--- config.mk ---
export PLATFORM = sky130hd
export DESIGN_NAME = lvq_ram
export DESIGN_NICKNAME = d
export VERILOG_FILES = /design/src/lvq_ram.sv
export SDC_FILE = /design/constraint.sdc
export NUM_CORES = 2
export LEC_CHECK = 0
export ABC_CLOCK_PERIOD_IN_PS = 3000
export BUFFER_PORTS_ARGS = -buffer_cell sky130_fd_sc_hd__buf_4
export CAP_MARGIN = 25
export CORE_UTILIZATION = 45
export DETAILED_ROUTE_END_ITERATION = 7
export PLACE_DENSITY = 0.71
export SKIP_LAST_GASP = 1
export SLEW_MARGIN = 20
export SYNTH_ARGS = -nofsm -noshare
export SYNTH_HDL_FRONTEND = slang
export SYNTH_SLANG_ARGS = --single-unit
--- constraint.sdc ---
create_clock -name clk -period 3 [get_ports clk]
set_input_delay 0.6 -clock clk [delete_from_list [all_inputs] [get_ports clk]]
set_output_delay 0.6 -clock clk [all_outputs]
set_load 0.005 [all_outputs]
--- src/lvq_ram.sv ---
// lvq_ram: simple dual-port synchronous RAM, one write and one registered read per cycle.
// No dependencies.
module lvq_ram #(
  parameter int W     = 16,
  parameter int DEPTH = 128,
  parameter int AW    = 7
) (
  input  logic          clk,
  input  logic          we,
  input  logic [AW-1:0] waddr,
  input  logic [W-1:0]  wdata,
  input  logic [AW-1:0] raddr,
  output logic [W-1:0]  rdata
);

  logic [W-1:0] mem [DEPTH];

  always_ff @(posedge clk) begin
    if (we) begin
      mem[waddr] <= wdata;
    end
    rdata <= mem[raddr];
  end

endmodule

==> impl_results.md <==
* DRT iter0 DRCs at slightly below 5000
* Fin nets at roughly 3500
* Syn nets at roughly 3100
* First-pass GRT wire length at between 200000 and 300000 µm
* Min Clock Period, post-route at around 2.7 ns
* Top-area cell type share of the netlist area at 78.32%
* NetSw at 12510 µW
* Final Instance Area at a little over 90000 µm²
* CP required at around 3.7 ns
* Dpl hpwl at approximately 110000 µm
* Routed Antenna Nets at 0
* Seq pwr share at between 50% and 60%
* Sequence of cells on the critical path: buf_8, buf_12, buf_12, buf_4, mux4_2, mux4_2, mux4_2, mux2_2
* Final Hold Fails at 0
* Number of buffers and inverters on the critical path at 4
* Layout Cells excl Fill at 5984
* Internal Power at around 47000 µW
* Area grow syn2layout at 16.57%
* Max FO, Critical Path at 14
* EDFF count, synth at between 2000 and 2500
* Hold Path Cell Cnt at 1
* Synth top area cells: edfxtp_1, mux4_2, nor2_1
* Cell Rows at 152
* Worst min-delay path class: input pin to flop
* CTS tree: yes
* Ratio of final minimum period to clock period at about nine tenths
* Via-per-instance ratio at ~6.0
* Root buffer cell: clkbuf_16
* Placement Cell Area at between 80000 and 90000 µm²
* Normalized max-slew margin at between 40% and 50%
* Reg2Reg Setup Slack at approximately 0.48 ns
* Hold Buf Count CTS at 0
* Seq/Total Area, Yosys at just under 80%
* Most common cell in the synthesized netlist: edfxtp_1
* Yosys warns at 0
* Num CTS Buffers at 190
* Area leader, netlist: edfxtp_1
* Post-synth top cells: edfxtp_1, mux4_2, nor2_1, clkbuf_1, buf_2
* Core ar. at about 170000 µm²
* Post-CTS Resized at 0
* Largest delay contributor family on the critical path: multiplexers
* Worst-skew pair later-pin latency at 0.86 ns
* Clk pwr share at roughly two fifths
* Worst setup margin at around 0.32 ns
* Cell mode on critical path: mux4_2
* #FFs+latches synth at 2064
* DRC viols at 0
* DR pass1 iterations at 6
* R2R Path End: rdata[14]
* Status: finished, final reports clean
* FILL cells at about 13000
* Max Clk Rate at around 370 MHz
* Crit-path slowest cell: mux4_2
* Skew final at 0.04057 ns
* Pwr/cell area at approximately 650 nW/µm²
* Max-Cap Viols at 0
* Die area at between 150000 and 200000 µm²
* CTS Buffer Depth at 3
* Register area at about 62000 µm²
* Logic pwr share at 5.4%
* Area of the multi-input gates at between 15000 and 20000 µm²
* Worst Setup SP: raddr[0]
* Startpoint types: input pin
* Die Wd at around 420 µm
* Switching part of the total at 21.01%
* Reg2reg path depth at 4
* Ys async rst share at 0%
* Wire per inst at 31.49 µm
* Leak at 0.02853 µW
* Number of port buffers at between 40 and 50
* Max-slew violations at 0
* Vias at 35900
* Largest net degree at the start of global routing at 129
* Synthesized area at approximately 79000 µm²
* Layout cell share with drive strength beyond 1 at a little under two fifths
* Peak supply drop at between 0.6 and 0.7 mV
* Aggregate global routing overflow at 0
* Final setup vio count at 0
* RR Startpoint: mem[77][14]
* Ys flop type: edfxtp_1
* WP data arrival at about 3.4 ns
* H-tree level count at 4
* Vias in the first global route at around 36000
* IO Count at 48
* Placed cells at around 5600
* Total Routing Usage GR at approximately 22%
* Mean Syn Cell Area at approximately 25 µm²
* GPL Wtd Cong at 0.7953
* Initial antenna violation count at 14
* RSZ-0062 raised after global routing: no
* Total power draw at just under 60000 µW
* Initial Util at a little under half
* Final WL at roughly 190000 µm
* Largest stage delay on the critical path at around 0.57 ns
* Die Ht at roughly 420 µm
* Crit end category: flop
* Synth unique cells at 17
* Setup bufs post-CTS at 0
* CTS clk-pin slew, worst paths at roughly 0.06 ns
* Clock tree sinks at between 2000 and 2500
* Syn Inst Count at about 3100
* Hold Path Sink: mem[83][8]
* Worst Setup Slack post-DPL at -0.5617 ns
* Hold Crit Start: wdata[8]
* Worst-Margin Slew at between 0.7 and 0.8 ns
* Setup CP Type: input pin to flop
-- area by class of cell --
cell class | count | share of cell area [%]
Clock buffer | 239 | 5.529
Clock inverter | 115 | 1.346
Multi-Input combinational cell | 858 | 17.64
Tap cell | 2310 | 3.157
Sequential cell | 2064 | 67.53
Timing Repair Buffer | 389 | 4.764
Antenna cell | 9 | 0.02460
-- flip-flops by register name, indices dropped and copies added (netlist names) --
| signal | count |
|---|---|
| mem | 2048 |
| rdata | 16 |
-- through the flow --
step,util (%),hold slack [ns],setup TNS [ns]
5_1_grt,53.06,0.1492,0
6_report,53.07,0.1629,0
3_5_place_dp,49.41,1.032,-6.998
4_1_cts,53.05,0.1201,0
3_3_place_gp,49.41,1.026,-6.639
2_1_floorplan,-,0.6989,0
-- power by group through the flow --
stage          clock, µW  combinational (µW)  sequential (µW)
6_report           24400                3200            31900
5_1_grt            25700                3350            31900
4_1_cts            24700                3210            31900
3_5_place_dp           0                3200            32600
3_3_place_gp           0                3150            32600
2_1_floorplan          0                1560            32500
-- placed cells by master, fill, tap and decap left out, drive strengths merged --
| master | synthesis | layout |
|---|---|---|
| edfxtp | 2048 | 2048 |
| mux4 | 672 | 672 |
| buf | 82 | 389 |
| clkbuf | 82 | 239 |
| nor2 | 122 | 122 |
| clkinv | 0 | 85 |
| bufinv | 0 | 20 |
| mux2 | 16 | 16 |
| dfxtp | 16 | 16 |
| nand2 | 14 | 14 |
| nand3 | 12 | 12 |
| diode | 0 | 9 |
| nor3 | 9 | 9 |
| nor2b | 7 | 7 |
| inv | 0 | 7 |
| nand4 | 3 | 3 |
| clkinvlp | 0 | 3 |
| nand2b | 2 | 2 |
| or3 | 1 | 1 |
-- how the worst max path moves through the flow --
stage                      endpoint  cells after the start  slack [ns]
after global placement     rdata[1]                      8       -0.54
after detailed placement  rdata[12]                      8       -0.56
final                     rdata[12]                      8        0.32
after CTS                 rdata[12]                      8        0.35
after floorplan            rdata[0]                      7       0.008
after global routing       rdata[1]                      8        0.30
-- cell families (layout without fill, tap and decap cells) --
logic type    count (synthesis)  after routing  share of synthesized area [%]
simple gates                170            170                         0.8875
flops                      2064           2064                          78.73
mux                         688            688                          19.50
buf+inv                     164            743                         0.8812
other cells                   0              9                              0
-- per-layer routing --
| layer | part of all wire, % | GRT usage [%] |
|---|---|---|
| met5 | 0.0069 | 0 |
| met4 | 3.4 | 7.466 |
| met3 | 10 | 5.758 |
| met2 | 49 | 34.51 |
| met1 | 38 | 29.23 |
-- worst reg2reg max path: cells and delay by family, from the launching register on --
| family | cells | cell delay [ns] |
|---|---|---|
| flip-flops | 1 | 0.36 |
| multiplexers | 4 | 2.05 |
(Power assumes the default switching activity.)
