**src/lvq_div.sv**
```systemverilog
// lvq_div: restoring unsigned divider, one quotient bit per cycle.
// No dependencies.
module lvq_div #(
  parameter int NW = 56,
  parameter int DW = 20
) (
  input  logic          clk,
  input  logic          rst,
  input  logic          start,
  input  logic [NW-1:0] num,
  input  logic [DW-1:0] den,
  output logic          done,
  output logic [NW-1:0] quo
);

  localparam int CW = $clog2(NW + 1);

  logic          busy;
  logic [CW-1:0] cnt;
  logic [NW-1:0] nsh;
  logic [DW-1:0] rem;
  logic [DW-1:0] den_r;
  logic [DW:0]   trial;
  logic          fit;

  assign trial = {rem, nsh[NW-1]};
  assign fit   = trial >= {1'b0, den_r};

  always_ff @(posedge clk) begin
    if (rst) begin
      busy <= 1'b0;
      done <= 1'b0;
      cnt  <= '0;
    end else begin
      done <= 1'b0;
      if (start) begin
        busy  <= 1'b1;
        cnt   <= CW'(NW);
        nsh   <= num;
        rem   <= '0;
        quo   <= '0;
        den_r <= den;
      end else if (busy) begin
        rem <= fit ? DW'(trial - {1'b0, den_r}) : trial[DW-1:0];
        quo <= {quo[NW-2:0], fit};
        nsh <= {nsh[NW-2:0], 1'b0};
        cnt <= cnt - CW'(1);
        if (cnt == CW'(1)) begin
          busy <= 1'b0;
          done <= 1'b1;
        end
      end
    end
  end

endmodule

```
**config.mk**
```make
export PLATFORM = sky130hd
export DESIGN_NAME = lvq_div
export DESIGN_NICKNAME = d
export VERILOG_FILES = /design/src/lvq_div.sv
export SDC_FILE = /design/constraint.sdc
export NUM_CORES = 1
export LEC_CHECK = 0
export BUFFER_PORTS_ARGS = -buffer_cell sky130_fd_sc_hd__buf_2
export CAP_MARGIN = 20
export CORE_UTILIZATION = 35
export DETAILED_ROUTE_END_ITERATION = 10
export GPL_TIMING_DRIVEN = 0
export PLACE_DENSITY = 0.6
export SLEW_MARGIN = 10
export SYNTH_ARGS = -nofsm -noshare
export SYNTH_HDL_FRONTEND = slang
export SYNTH_SLANG_ARGS = --single-unit
```
**constraint.sdc**
```tcl
create_clock -name clk -period 11.3 [get_ports clk]
set_input_delay 0 -clock clk [delete_from_list [all_inputs] [get_ports clk]]
set_output_delay 0 -clock clk [all_outputs]
set_load 0.005 [all_outputs]
```
==> results of run 1 <==
-- registers in the layout, summed over array words and instances (netlist names) --
signal and cells:
den_r 20, quo 56, nsh 56, rem 20, done 1, busy 1, cnt 6
-- cells in the final DEF (no fill, tap or decap), types with 6 or more instances in the layout --
master / n
sky130_fd_sc_hd__a21o_1: 8
sky130_fd_sc_hd__a21oi_1: 24
sky130_fd_sc_hd__buf_2: 137
sky130_fd_sc_hd__clkbuf_1: 23
sky130_fd_sc_hd__clkbuf_16: 17
sky130_fd_sc_hd__dfxtp_1: 8
sky130_fd_sc_hd__dlygate4sd3_1: 77
sky130_fd_sc_hd__edfxtp_1: 152
sky130_fd_sc_hd__ha_1: 22
sky130_fd_sc_hd__inv_1: 25
sky130_fd_sc_hd__inv_6: 6
sky130_fd_sc_hd__mux2_2: 56
sky130_fd_sc_hd__mux2i_1: 8
sky130_fd_sc_hd__nand2_1: 22
sky130_fd_sc_hd__nand3_1: 10
sky130_fd_sc_hd__nor2_1: 18
sky130_fd_sc_hd__nor2b_1: 69
sky130_fd_sc_hd__nor3_1: 8
sky130_fd_sc_hd__o21ai_0: 10
sky130_fd_sc_hd__o311ai_1: 6
-- cell type report --
class	count	area [sq um]	share of cell area, %
Buffer	32	144	1.42
Clock buffer	18	429	4.24
Clock inverter	13	126	1.25
Inverter	25	93.8	0.927
Multi-Input combinational cell	350	2720	26.9
Sequential cell	160	4720	46.7
Tap cell	275	344	3.40
Timing Repair Buffer	215	1540	15.2
-- repair_timing --
item / 4_1_cts / 5_1_grt
hold buffers: 77 / 0
hold endpoints to repair: 77 / 0
endpoints found under the setup margin: 0 / 0
-- cell families after synthesis --
logic type | after synthesis | share of synthesized area [%]
AO/OA/AOI/OAI | 91 | 8.97
XOR/XNOR | 10 | 1.14
adder cells (fa/ha/maj) | 23 | 3.85
buffers and inverters | 57 | 3.10
flip-flops | 160 | 61.5
multiplexers | 67 | 9.70
AND/OR/NAND/NOR | 159 | 11.7
-- worst max path at each step --
stage | startpoint | end | slack (ns) | cells after the start
5_1_grt | den_r[16]$_DFFE_PP_ | rem[13]$_SDFFCE_PP0P_ | 8.27 | 10
3_3_place_gp | start | nsh[17]$_DFFE_PP_ | 1.37 | 5
6_report | den_r[14]$_DFFE_PP_ | rem[2]$_SDFFCE_PP0P_ | 8.45 | 9
3_5_place_dp | start | nsh[34]$_DFFE_PP_ | 7.92 | 8
2_1_floorplan | start | nsh[0]$_SDFFCE_PN0P_ | 4.30 | 5
4_1_cts | start | quo[46]$_SDFFCE_PP0P_ | 8.41 | 8
-- metal layers --
layer | wire length [um] | GRT usage, % | vias to the layer above
met4 | 295 | 6.11 | 0
met5 | 0 | 0 | -
li1 | - | - | 2596
met2 | 8130 | 25.5 | 173
met1 | 7800 | 20.5 | 2573
met3 | 809 | 3.61 | 26
-- worst max-delay path, cell delays in order (launching register included) --
cell and delay, ns:
sky130_fd_sc_hd__edfxtp_1 0.39, sky130_fd_sc_hd__inv_1 0.06, sky130_fd_sc_hd__ha_1 0.37, sky130_fd_sc_hd__a21oi_1 0.40, sky130_fd_sc_hd__nand2_1 0.12, sky130_fd_sc_hd__o21bai_1 0.19
sky130_fd_sc_hd__nor4_2 0.33, sky130_fd_sc_hd__o31a_1 0.20, sky130_fd_sc_hd__buf_6 0.18, sky130_fd_sc_hd__mux2_1 0.35
-- power groups by stage --
stage / Clock, uW / Sequential (uW) / Combinational (uW)
final: 556 / 719 / 264
after global routing: 592 / 723 / 293
after CTS: 574 / 719 / 265
after detailed placement: 0 / 731 / 243
after global placement: 0 / 738 / 230
after floorplan: 0 / 733 / 167
-- through the flow --
stage          worst slack [ns]  area, sq um
3_5_place_dp               7.92         8800
6_report                   8.45        10100
4_1_cts                    8.41        10100
5_1_grt                    8.27        10100
2_1_floorplan              4.30         7680
3_3_place_gp               1.37         8690
==> run_summary.xml, run 1 <==
<?xml version="1.0" encoding="UTF-8"?>
<metrics>
  <group name="drt">
    <metric name="post_drt_via_cell_ratio" unit="">4.93</metric>
    <metric name="drt_pre_antenna_iters" unit="">5</metric>
    <metric name="ant_nets" unit="">0</metric>
    <metric name="routed-via-count" unit="">5368</metric>
    <metric name="drt_first_iter_violations" unit="">225</metric>
    <metric name="remaining_drc_errors" unit="">0</metric>
    <metric name="routed_wl" unit="um">17000</metric>
    <metric name="wl_per_cell" unit="um">15.7</metric>
  </group>
  <group name="synthesis">
    <metric name="synth.net_count" unit="">669</metric>
    <metric name="netlist_instances" unit="">567</metric>
    <metric name="cell_area_after_synthesis" unit="sq mm">0.00768</metric>
    <metric name="ys_seq_area_share" unit="%">61.5</metric>
    <metric name="most_repeated_cell_in_the_gate_level_netlist_after_synthesis" unit="">sky130_fd_sc_hd__edfxtp_1</metric>
    <metric name="synth-main-ff-cell" unit="">sky130_fd_sc_hd__edfxtp_1</metric>
    <metric name="synth_area_per_cell" unit="sq um">13.5</metric>
    <metric name="synth_commonest_cells" unit="">152 x sky130_fd_sc_hd__edfxtp_1, 69 x sky130_fd_sc_hd__nor2b_1, 56 x sky130_fd_sc_hd__mux2_2</metric>
    <metric name="synth_top_area_share" unit="%">59.5</metric>
    <metric name="yosysTopAreaCell" unit="">sky130_fd_sc_hd__edfxtp_1</metric>
    <metric name="synth_edf_count" unit="">152</metric>
    <metric name="synth-warning-count" unit="">0</metric>
    <metric name="ys_ff_latch" unit="">160</metric>
    <metric name="ys_top_cells_by_area" unit="">sky130_fd_sc_hd__edfxtp_1 59%, sky130_fd_sc_hd__mux2_2 8.2%, sky130_fd_sc_hd__nor2b_1 5.6%</metric>
    <metric name="synth_cell_types" unit="">57</metric>
    <metric name="ys_async_sr_fraction" unit="%">0</metric>
  </group>
  <group name="timing">
    <metric name="final_slew_violations" unit="">0</metric>
    <metric name="finalWorstPathRequiredPeriod" unit="ns">2.85</metric>
    <metric name="finalHoldViolations" unit="">0</metric>
    <metric name="finalHoldWorstSlack" unit="ns">0.278</metric>
    <metric name="tightest_slew" unit="ns">0.729</metric>
    <metric name="clock.fmax" unit="MHz">350</metric>
    <metric name="grt_setup_unrepaired" unit="">false</metric>
    <metric name="setup_viol_count_final" unit="">0</metric>
    <metric name="worst_slew_margin_rel" unit="%">51.4</metric>
    <metric name="fin_crit_sh" unit="%">25.3</metric>
    <metric name="tns" unit="ns">0</metric>
    <metric name="finClkSkew" unit="ns">0.0117</metric>
  </group>
  <group name="global_routing">
    <metric name="grt_start_max_net_pins" unit="">35</metric>
    <metric name="global_route_usage_sum" unit="%">15.8</metric>
    <metric name="grt.overflow.total" unit="">0</metric>
    <metric name="grt_antenna_before_repair" unit="">0</metric>
    <metric name="first_global_vias" unit="">5475</metric>
    <metric name="wire_length_of_the_first_global_routing_pass" unit="um">27400</metric>
  </group>
  <group name="clock_tree">
    <metric name="cts_setup_buffers" unit="">0</metric>
    <metric name="clkSinkCount" unit="">160</metric>
    <metric name="post_cts_clock_slew_at_the_launch_and_capture_registers_of_the_worst_setup_and_hold_paths" unit="ns">0.07</metric>
    <metric name="cts.path.max_buffers" unit="">2</metric>
    <metric name="cts-buffers-inserted" unit="">17</metric>
    <metric name="cts_max_level" unit="">4</metric>
    <metric name="clkLatencyLatePin" unit="ns">0.42</metric>
    <metric name="ctsRootBufferMaster" unit="">sky130_fd_sc_hd__clkbuf_16</metric>
    <metric name="cts_tree" unit="">done</metric>
    <metric name="cts_repair_resize_count" unit="">0</metric>
  </group>
  <group name="power_and_ir_drop">
    <metric name="cell_internal_pwr" unit="uW">1130</metric>
    <metric name="power.ir.vdd_worst" unit="V">0.0000888</metric>
    <metric name="totalPowerFinal" unit="uW">1540</metric>
    <metric name="net-switching-power" unit="uW">406</metric>
    <metric name="pwr-share-clk" unit="%">36.1</metric>
    <metric name="combPwrFrac" unit="%">17.2</metric>
    <metric name="power.leakage" unit="uW">0.00394</metric>
    <metric name="pwr_cell_area" unit="mW/mm^2">152</metric>
    <metric name="power_switching_share" unit="%">26.4</metric>
    <metric name="seq_power_share" unit="%">46.7</metric>
  </group>
  <group name="placement">
    <metric name="place_inst" unit="">980</metric>
    <metric name="buffer_ports.inserted" unit="">133</metric>
    <metric name="dpl_wire_length" unit="um">11900</metric>
    <metric name="gp_congestion" unit="">0.907</metric>
  </group>
  <group name="worst_setup_path">
    <metric name="timing.critical_path.fanout_max" unit="">10</metric>
    <metric name="category_of_the_worst_setup_path_launch_point" unit="">register</metric>
    <metric name="worst_r2r_startpoint" unit="">den_r[14]$_DFFE_PP_</metric>
    <metric name="timing.reg2reg.worst_path_depth" unit="">9</metric>
    <metric name="critPathArrivalTime" unit="ns">3.02</metric>
    <metric name="reg2reg_setup_slack" unit="ns">8.45</metric>
    <metric name="worst-endpoint-required" unit="ns">11.47</metric>
    <metric name="worst-setup-path-type" unit="">register to register</metric>
    <metric name="end_kind" unit="">register</metric>
    <metric name="reg2reg_to" unit="">rem[2]$_SDFFCE_PP0P_</metric>
  </group>
  <group name="cells_and_area">
    <metric name="layout.nets" unit="">903</metric>
    <metric name="syn2layout_area_growth" unit="%">31.9</metric>
    <metric name="final_cell_count_no_fill" unit="">1088</metric>
    <metric name="utilization" unit="%">47.6</metric>
    <metric name="num_antenna_cells" unit="">0</metric>
    <metric name="filler_cell_count" unit="">1902</metric>
    <metric name="final_layout_size_suffix_gt1_share" unit="%">30.1</metric>
  </group>
  <group name="flow_run">
    <metric name="cap_viol_max_count" unit="">0</metric>
  </group>
  <group name="die">
    <metric name="die-width" unit="um">150</metric>
    <metric name="total_i_o_pin_count" unit="">136</metric>
    <metric name="chipHeight" unit="um">150</metric>
    <metric name="coreArea" unit="sq mm">0.0213</metric>
    <metric name="initial_core_util" unit="%">36.1</metric>
    <metric name="die_area" unit="sq mm">0.0225</metric>
    <metric name="core.rowCount" unit="">53</metric>
  </group>
  <group name="run_status">
    <metric name="run_status" unit="">finished, final reports clean</metric>
  </group>
  <group name="min_path">
    <metric name="worst_hold_path_type" unit="">input port to register</metric>
    <metric name="min_delay_path_depth" unit="">2</metric>
    <metric name="holdPathEnd" unit="">den_r[5]$_DFFE_PP_</metric>
    <metric name="hold_path_startpoint" unit="">den[5]</metric>
  </group>
</metrics>
No activity file was read; power rests on OpenSTA's default activity.
==> inputs of run 2 (changes only) <==
--- a/config.mk
+++ b/config.mk
@@ -5,6 +5,7 @@
 export SDC_FILE = /design/constraint.sdc
 export NUM_CORES = 1
 export LEC_CHECK = 0
+export ABC_AREA = 1
 export BUFFER_PORTS_ARGS = -buffer_cell sky130_fd_sc_hd__buf_2
 export CAP_MARGIN = 20
 export CORE_UTILIZATION = 35
==> constraint.sdc (replaced) <==
create_clock -name clk -period 3 [get_ports clk]
set_input_delay 0 -clock clk [delete_from_list [all_inputs] [get_ports clk]]
set_output_delay 0 -clock clk [all_outputs]
set_load 0.005 [all_outputs]
==> run 2 against run 1 <==
Net effect:
- the flow now finishes with violations (design-rule violations)
- sequential share of layout area shrank 0.82 points
- area after synthesis grew 3.0%
- clock power grew to 3.9 times the previous value
- global-route usage grew 0.62 points
- wire length grew 6.6%
==> run_summary.xml, run 2 <==
<?xml version="1.0" encoding="UTF-8"?>
<metrics>
  <group name="clock_tree">
    <metric name="cts.path.max_buffers" unit="">2</metric>
    <metric name="clkLatencyLatePin" unit="ns">0.43</metric>
    <metric name="clkSinkCount" unit="">160</metric>
    <metric name="cts_tree" unit="">done</metric>
    <metric name="cts_max_level" unit="">4</metric>
    <metric name="cts-buffers-inserted" unit="">17</metric>
    <metric name="cts_setup_buffers" unit="">0</metric>
    <metric name="post_cts_clock_slew_at_the_launch_and_capture_registers_of_the_worst_setup_and_hold_paths" unit="ns">0.07</metric>
    <metric name="cts_repair_resize_count" unit="">0</metric>
    <metric name="ctsRootBufferMaster" unit="">sky130_fd_sc_hd__clkbuf_16</metric>
  </group>
  <group name="timing">
    <metric name="grt_setup_unrepaired" unit="">false</metric>
    <metric name="layout_setup_ws" unit="ns">0.476</metric>
    <metric name="final_slew_violations" unit="">0</metric>
    <metric name="setup_viol_count_final" unit="">0</metric>
    <metric name="finalHoldViolations" unit="">0</metric>
    <metric name="worst_slew_margin_rel" unit="%">29.4</metric>
    <metric name="tightest_slew" unit="ns">1.06</metric>
    <metric name="clock.fmax" unit="MHz">396</metric>
    <metric name="fin_crit_sh" unit="%">84.1</metric>
    <metric name="finClkSkew" unit="ns">0.0109</metric>
    <metric name="finalWorstPathRequiredPeriod" unit="ns">2.52</metric>
  </group>
  <group name="global_routing">
    <metric name="grt_antenna_before_repair" unit="">0</metric>
    <metric name="grt.overflow.total" unit="">0</metric>
    <metric name="global_route_usage_sum" unit="%">16.4</metric>
    <metric name="wire_length_of_the_first_global_routing_pass" unit="um">30000</metric>
    <metric name="grt_start_max_net_pins" unit="">133</metric>
    <metric name="first_global_vias" unit="">6053</metric>
  </group>
  <group name="synthesis">
    <metric name="ys_seq_area_share" unit="%">59.7</metric>
    <metric name="synth.net_count" unit="">968</metric>
    <metric name="yosysTopAreaCell" unit="">sky130_fd_sc_hd__edfxtp_1</metric>
    <metric name="ys_ff_latch" unit="">160</metric>
    <metric name="synth-main-ff-cell" unit="">sky130_fd_sc_hd__edfxtp_1</metric>
    <metric name="netlist_instances" unit="">866</metric>
    <metric name="synth_top_area_share" unit="%">57.7</metric>
    <metric name="synth-warning-count" unit="">0</metric>
    <metric name="ys_async_sr_fraction" unit="%">0</metric>
    <metric name="synth_commonest_cells" unit="">301 x sky130_fd_sc_hd__nand2_1, 152 x sky130_fd_sc_hd__edfxtp_1, 139 x sky130_fd_sc_hd__inv_1</metric>
    <metric name="most_repeated_cell_in_the_gate_level_netlist_after_synthesis" unit="">sky130_fd_sc_hd__nand2_1</metric>
    <metric name="synth_edf_count" unit="">152</metric>
    <metric name="synth_area_per_cell" unit="sq um">9.13</metric>
    <metric name="cell_area_after_synthesis" unit="sq mm">0.00791</metric>
    <metric name="synth_cell_types" unit="">34</metric>
    <metric name="ys_top_cells_by_area" unit="">sky130_fd_sc_hd__edfxtp_1 58%, sky130_fd_sc_hd__nand2_1 14%, sky130_fd_sc_hd__inv_1 6.6%</metric>
  </group>
  <group name="placement">
    <metric name="dpl_wire_length" unit="um">12000</metric>
    <metric name="dp_worst_setup_slack" unit="ns">0.00874</metric>
    <metric name="gp_congestion" unit="">0.845</metric>
    <metric name="buffer_ports.inserted" unit="">134</metric>
  </group>
  <group name="drt">
    <metric name="routed_wl" unit="um">18200</metric>
    <metric name="ant_nets" unit="">0</metric>
    <metric name="routed-via-count" unit="">6095</metric>
    <metric name="wl_per_cell" unit="um">13.1</metric>
    <metric name="post_drt_via_cell_ratio" unit="">4.38</metric>
    <metric name="remaining_drc_errors" unit="">3</metric>
    <metric name="drt_first_iter_violations" unit="">311</metric>
    <metric name="drt_pre_antenna_iters" unit="">8</metric>
  </group>
  <group name="min_path">
    <metric name="worst_hold_path_type" unit="">input port to register</metric>
  </group>
  <group name="run_status">
    <metric name="violations" unit="">design-rule violations</metric>
    <metric name="run_status" unit="">finished, violations left</metric>
  </group>
  <group name="cells_and_area">
    <metric name="largest_registers" unit="">nsh (56), quo (56)</metric>
    <metric name="num_antenna_cells" unit="">0</metric>
    <metric name="commonest_non_fill_non_tap_cell_in_the_layout" unit="">sky130_fd_sc_hd__nand2_1</metric>
    <metric name="syn2layout_area_growth" unit="%">30.3</metric>
    <metric name="utilization" unit="%">46.9</metric>
    <metric name="most-common-layout-cells" unit="">300 x sky130_fd_sc_hd__nand2_1, 152 x sky130_fd_sc_hd__edfxtp_1, 139 x sky130_fd_sc_hd__inv_1</metric>
    <metric name="filler_cell_count" unit="">2096</metric>
    <metric name="layout.nets" unit="">1199</metric>
    <metric name="final_layout_size_suffix_gt1_share" unit="%">18.1</metric>
  </group>
  <group name="die">
    <metric name="die_area" unit="sq mm">0.0232</metric>
    <metric name="chipHeight" unit="um">152</metric>
    <metric name="total_i_o_pin_count" unit="">136</metric>
    <metric name="die-width" unit="um">152</metric>
    <metric name="initial_core_util" unit="%">36.0</metric>
    <metric name="core.rowCount" unit="">54</metric>
    <metric name="coreArea" unit="sq mm">0.0220</metric>
  </group>
  <group name="power_and_ir_drop">
    <metric name="pwr_cell_area" unit="mW/mm^2">597</metric>
    <metric name="power.leakage" unit="uW">0.00492</metric>
    <metric name="power.ir.vdd_worst" unit="V">0.000307</metric>
  </group>
  <group name="worst_setup_path">
    <metric name="end_kind" unit="">register</metric>
    <metric name="category_of_the_worst_setup_path_launch_point" unit="">input port</metric>
    <metric name="critPathArrivalTime" unit="ns">2.57</metric>
    <metric name="worst-endpoint-required" unit="ns">3.04</metric>
    <metric name="timing.critical_path.fanout_max" unit="">132</metric>
    <metric name="worst-setup-path-type" unit="">input port to register</metric>
  </group>
  <group name="flow_run">
    <metric name="cap_viol_max_count" unit="">0</metric>
  </group>
</metrics>
-- run 2: cell types whose count changed after synthesis, sizes merged, moves of 9 or more --
cell	delta
mux2	-59
nor2	+99
inv	+120
nor2b	-69
o311ai	-9
nand3	+10
nand2	+284
o21bai	+10
-- run 2: per-layer routing --
metal	share of wire, %	global-route usage (%)
met5	0	0
met4	0.90	4.57
met3	4.6	3.81
met2	47	27.6
met1	47	21.0
-- run 2: kinds of logic (layout without fill, tap and decap cells) --
group	count (synthesis)	after routing	synth area share [%]
xor+xnor	10	10	1.11
fa+ha+maj	23	23	3.73
flops	160	160	59.7
buf+inv	170	414	8.35
compound gates	38	38	2.88
simple gates	465	465	24.2
-- run 2: power breakdown --
part,switching (uW),total (uW),internal [uW],leakage (uW)
sequential,81.3,2790,2710,0.00156
clock,1040,2150,1110,0.000277
combinational,730,1210,481,0.00308
-- run 2: critical path, stage by stage --
cell	delay [ns]
sky130_fd_sc_hd__clkbuf_1	0.46
sky130_fd_sc_hd__inv_1	0.17
sky130_fd_sc_hd__clkbuf_1	0.31
sky130_fd_sc_hd__nor2_2	0.43
sky130_fd_sc_hd__buf_8	0.23
sky130_fd_sc_hd__inv_1	0.13
sky130_fd_sc_hd__nand2_8	0.68
-- run 2: per-stage QoR --
| step | instances | hold slack (ns) | total power [uW] | instance area, sq um | setup TNS, ns |
|---|---|---|---|---|---|
| 2_1_floorplan | 866 | 0.0694 | 3630 | 7930 | 0 |
| 3_3_place_gp | 1280 | 0.178 | 3960 | 8950 | -164.43 |
| 3_5_place_dp | 1281 | 0.179 | 3980 | 8960 | 0 |
| 4_1_cts | 1390 | 0.262 | 6220 | 10300 | 0 |
| 5_1_grt | 1390 | 0.269 | 6490 | 10300 | 0 |
| 6_report | 1390 | 0.280 | 6150 | 10300 | 0 |
-- run 2: cell type report --
type                    count  area (sq um)  area share [%]
inverters                 145           544            5.28
clock buffers              18           429            4.16
flip-flops and latches    160          4720            45.8
clock inverters            14           141            1.37
multi-input cells         536          2540            24.7
plain buffers              25           116            1.13
well taps                 280           350            3.40
repair buffers            212          1460            14.1
-- run 2: what timing repair did --
action,in CTS,in global routing
hold buffers,77,0
hold endpoints to repair,88,0
endpoints found under the setup margin,0,0
-- run 2: final timing paths --
check                              from                    end  slack, ns  depth (start not counted)
setup / recovery                  start   quo[7]$_SDFFCE_PP0P_       0.48                          7
hold / removal                  den[15]    den_r[15]$_DFFE_PP_       0.28                          2
setup reg to reg  rem[12]$_SDFFCE_PP0P_  rem[13]$_SDFFCE_PP0P_       0.71                         13
hold reg to reg     cnt[2]$_SDFFE_PP0P_    cnt[2]$_SDFFE_PP0P_       0.50                          2
==> inputs of run 3 (changes only) <==
--- a/config.mk
+++ b/config.mk
@@ -5,7 +5,7 @@
 export SDC_FILE = /design/constraint.sdc
 export NUM_CORES = 1
 export LEC_CHECK = 0
-export ABC_AREA = 1
+export ABC_AREA = 0
 export BUFFER_PORTS_ARGS = -buffer_cell sky130_fd_sc_hd__buf_2
 export CAP_MARGIN = 20
 export CORE_UTILIZATION = 35
==> constraint.sdc (replaced) <==
create_clock -name clk -period 2.6 [get_ports clk]
set_input_delay 0 -clock clk [delete_from_list [all_inputs] [get_ports clk]]
set_output_delay 0 -clock clk [all_outputs]
set_load 0.005 [all_outputs]
==> run 3 against run 2 <==
Net effect:
- the flow now finishes without violations
- wire length shrank 2.6%
- first-iteration DRC count is 23% lower
- global-route usage shrank 0.69 points
- via count fell by 9.9%
- cell count fell by 20%
- core utilization up 3.2 points
==> run_summary.xml, run 3 (synthesis results as in run 1) <==
<?xml version="1.0" encoding="UTF-8"?>
<metrics>
  <group name="drt">
    <metric name="drt_pre_antenna_iters" unit="">4</metric>
    <metric name="post_drt_via_cell_ratio" unit="">4.97</metric>
    <metric name="wl_per_cell" unit="um">16.0</metric>
    <metric name="routed-via-count" unit="">5494</metric>
    <metric name="ant_nets" unit="">0</metric>
    <metric name="remaining_drc_errors" unit="">0</metric>
    <metric name="drt_first_iter_violations" unit="">238</metric>
    <metric name="routed_wl" unit="um">17700</metric>
  </group>
  <group name="global_routing">
    <metric name="global_route_usage_sum" unit="%">15.7</metric>
    <metric name="first_global_vias" unit="">5320</metric>
    <metric name="use_met1" unit="%">20.1</metric>
    <metric name="wire_length_of_the_first_global_routing_pass" unit="um">27200</metric>
    <metric name="grt.met2_usage" unit="%">26.2</metric>
    <metric name="grt_start_max_net_pins" unit="">33</metric>
    <metric name="grt.overflow.total" unit="">0</metric>
    <metric name="grt_antenna_before_repair" unit="">0</metric>
    <metric name="grt_util_met3" unit="%">3.42</metric>
    <metric name="global_route.peak_usage_layer" unit="">met2</metric>
  </group>
  <group name="die">
    <metric name="coreArea" unit="sq mm">0.0213</metric>
    <metric name="chipHeight" unit="um">150</metric>
    <metric name="initial_core_util" unit="%">36.1</metric>
    <metric name="core.rowCount" unit="">53</metric>
    <metric name="total_i_o_pin_count" unit="">136</metric>
    <metric name="die-width" unit="um">150</metric>
    <metric name="die_area" unit="sq mm">0.0225</metric>
  </group>
  <group name="cells_and_area">
    <metric name="num_antenna_cells" unit="">0</metric>
    <metric name="final_layout_size_suffix_gt1_share" unit="%">36.3</metric>
    <metric name="largest_registers" unit="">nsh (56), quo (56)</metric>
    <metric name="most-common-layout-cells" unit="">152 x sky130_fd_sc_hd__edfxtp_1, 134 x sky130_fd_sc_hd__buf_2, 77 x sky130_fd_sc_hd__dlygate4sd3_1</metric>
    <metric name="commonest_non_fill_non_tap_cell_in_the_layout" unit="">sky130_fd_sc_hd__edfxtp_1</metric>
    <metric name="filler_cell_count" unit="">1841</metric>
    <metric name="syn2layout_area_growth" unit="%">38.9</metric>
    <metric name="layout.nets" unit="">920</metric>
  </group>
  <group name="power_and_ir_drop">
    <metric name="cell_internal_pwr" unit="uW">5250</metric>
    <metric name="seq_power_share" unit="%">44.1</metric>
    <metric name="pwr-share-clk" unit="%">36.8</metric>
    <metric name="combPwrFrac" unit="%">19.1</metric>
    <metric name="pwr_cell_area" unit="mW/mm^2">665</metric>
    <metric name="power_switching_share" unit="%">26.0</metric>
    <metric name="power.leakage" unit="uW">0.00412</metric>
    <metric name="net-switching-power" unit="uW">1840</metric>
    <metric name="power.ir.vdd_worst" unit="V">0.000513</metric>
  </group>
  <group name="timing">
    <metric name="finalHoldViolations" unit="">0</metric>
    <metric name="grt_setup_unrepaired" unit="">true</metric>
    <metric name="setup_viol_count_final" unit="">0</metric>
    <metric name="finalWorstPathRequiredPeriod" unit="ns">2.57</metric>
    <metric name="worst_slew_margin_rel" unit="%">49.5</metric>
    <metric name="finClkSkew" unit="ns">0.00849</metric>
    <metric name="final_slew_violations" unit="">0</metric>
    <metric name="tns" unit="ns">0</metric>
    <metric name="finalHoldWorstSlack" unit="ns">0.217</metric>
    <metric name="tightest_slew" unit="ns">0.757</metric>
    <metric name="fin_crit_sh" unit="%">98.7</metric>
    <metric name="clock.fmax" unit="MHz">390</metric>
  </group>
  <group name="clock_tree">
    <metric name="clkSinkCount" unit="">160</metric>
    <metric name="ctsRootBufferMaster" unit="">sky130_fd_sc_hd__clkbuf_16</metric>
    <metric name="cts_tree" unit="">done</metric>
    <metric name="cts.path.max_buffers" unit="">2</metric>
    <metric name="clkLatencyLatePin" unit="ns">0.43</metric>
    <metric name="cts_max_level" unit="">4</metric>
    <metric name="cts-buffers-inserted" unit="">17</metric>
    <metric name="post_cts_clock_slew_at_the_launch_and_capture_registers_of_the_worst_setup_and_hold_paths" unit="ns">0.06</metric>
  </group>
  <group name="worst_setup_path">
    <metric name="critical_path.n_buffers_inverters" unit="">2</metric>
    <metric name="worstPathCellList" unit="">ha_2 &gt; and4_1 &gt; nand4_1 &gt; o21bai_2 &gt; nor4_4 &gt; o31a_1 &gt; buf_6 &gt; buf_6 &gt; o41ai_2</metric>
    <metric name="worst-endpoint-required" unit="ns">2.83</metric>
    <metric name="end_kind" unit="">register</metric>
    <metric name="timing.critical_path.slowest_cell_delay" unit="ns">0.44</metric>
    <metric name="timing.critical_path.max_delay_family" unit="">compound AO/OA/AOI/OAI gates</metric>
    <metric name="category_of_the_worst_setup_path_launch_point" unit="">register</metric>
    <metric name="critPathArrivalTime" unit="ns">2.80</metric>
    <metric name="cp_common_cell" unit="">sky130_fd_sc_hd__buf_6</metric>
    <metric name="worst-setup-path-type" unit="">register to register</metric>
    <metric name="timing.critical_path.fanout_max" unit="">6</metric>
    <metric name="critical_path.slowest_cell" unit="">sky130_fd_sc_hd__ha_2</metric>
  </group>
  <group name="flow_run">
    <metric name="cap_viol_max_count" unit="">0</metric>
  </group>
  <group name="placement">
    <metric name="buffer_ports.inserted" unit="">133</metric>
    <metric name="dpl_wire_length" unit="um">12000</metric>
    <metric name="gp_congestion" unit="">0.869</metric>
  </group>
  <group name="run_status">
    <metric name="run_status" unit="">finished, final reports clean</metric>
  </group>
  <group name="min_path">
    <metric name="worst_hold_path_type" unit="">input port to register</metric>
  </group>
</metrics>
run 3: cell types whose count changed in the layout (fill, tap and decap cells not counted), sizes merged, moves of 9 or more:
| cell | change |
|---|---|
| nor2b | +69 |
| o21bai | -10 |
| nor2 | -99 |
| mux2 | +59 |
| nand2 | -284 |
| buf | +25 |
| nand3 | -10 |
| inv | -124 |
| o311ai | +9 |
run 3: worst paths after layout:
kind,start,depth (start not counted),slack (ns),end
max,rem[15]$_SDFFCE_PP0P_,9,0.03,rem[19]$_SDFFCE_PP0P_
min,start,4,0.22,rem[15]$_SDFFCE_PP0P_
min reg2reg,cnt[1]$_SDFFE_PP0P_,2,0.52,cnt[1]$_SDFFE_PP0P_
max reg2reg,rem[15]$_SDFFCE_PP0P_,9,0.03,rem[19]$_SDFFCE_PP0P_
run 3: worst reg2reg max path, stage by stage, from the launching register on:
cell and delay [ns]:
sky130_fd_sc_hd__edfxtp_1 0.41, sky130_fd_sc_hd__ha_2 0.44, sky130_fd_sc_hd__and4_1 0.23, sky130_fd_sc_hd__nand4_1 0.18
sky130_fd_sc_hd__o21bai_2 0.22, sky130_fd_sc_hd__nor4_4 0.06, sky130_fd_sc_hd__o31a_1 0.31, sky130_fd_sc_hd__buf_6 0.15
sky130_fd_sc_hd__buf_6 0.11, sky130_fd_sc_hd__o41ai_2 0.28
run 3: what timing repair did:
item                                    CTS  global route
resized for setup                        20            41
endpoints found under the hold margin    78             0
setup buffers                             3            14
gates cloned                              1             0
endpoints found under the setup margin   20            21
hold buffers                             77             0
pin swaps                                 7            16
run 3: metal layers:
metal | vias to the layer above | part of all wire [%]
li1 | 2630 | -
met1 | 2683 | 44
met3 | 28 | 4.3
met4 | 0 | 1.8
met2 | 153 | 49
met5 | - | 0
run 3: power by group through the flow:
stage / Sequential [uW] / Combinational, uW / Clock [uW]
6_report: 3130 / 1350 / 2610
5_1_grt: 3140 / 1480 / 2760
4_1_cts: 3120 / 1220 / 2670
3_5_place_dp: 3170 / 1070 / 0
3_3_place_gp: 3180 / 1010 / 0
2_1_floorplan: 3170 / 731 / 0
run 3: metrics by stage:
step	total power (uW)	setup WS, ns	utilization [%]	area, sq um	instances
after global routing	7380	-0.0325	50.1	10700	1106
after floorplan	3900	-0.219	-	7720	567
after CTS	7010	0.00339	48.7	10400	1093
final	7090	0.0335	50.1	10700	1106
after detailed placement	4240	-0.209	41.7	8870	981
after global placement	4190	-1.08	41.0	8730	975
run 3: final cells by class:
type	count	area, sq um	share of cell area [%]
Inverter	25	93.8	0.880
Tap cell	275	344	3.23
Timing Repair Buffer	234	1710	16.0
Clock buffer	18	429	4.02
Clock inverter	14	180	1.69
Sequential cell	160	4730	44.3
Multi-Input combinational cell	350	2990	28.1
Buffer	30	186	1.75
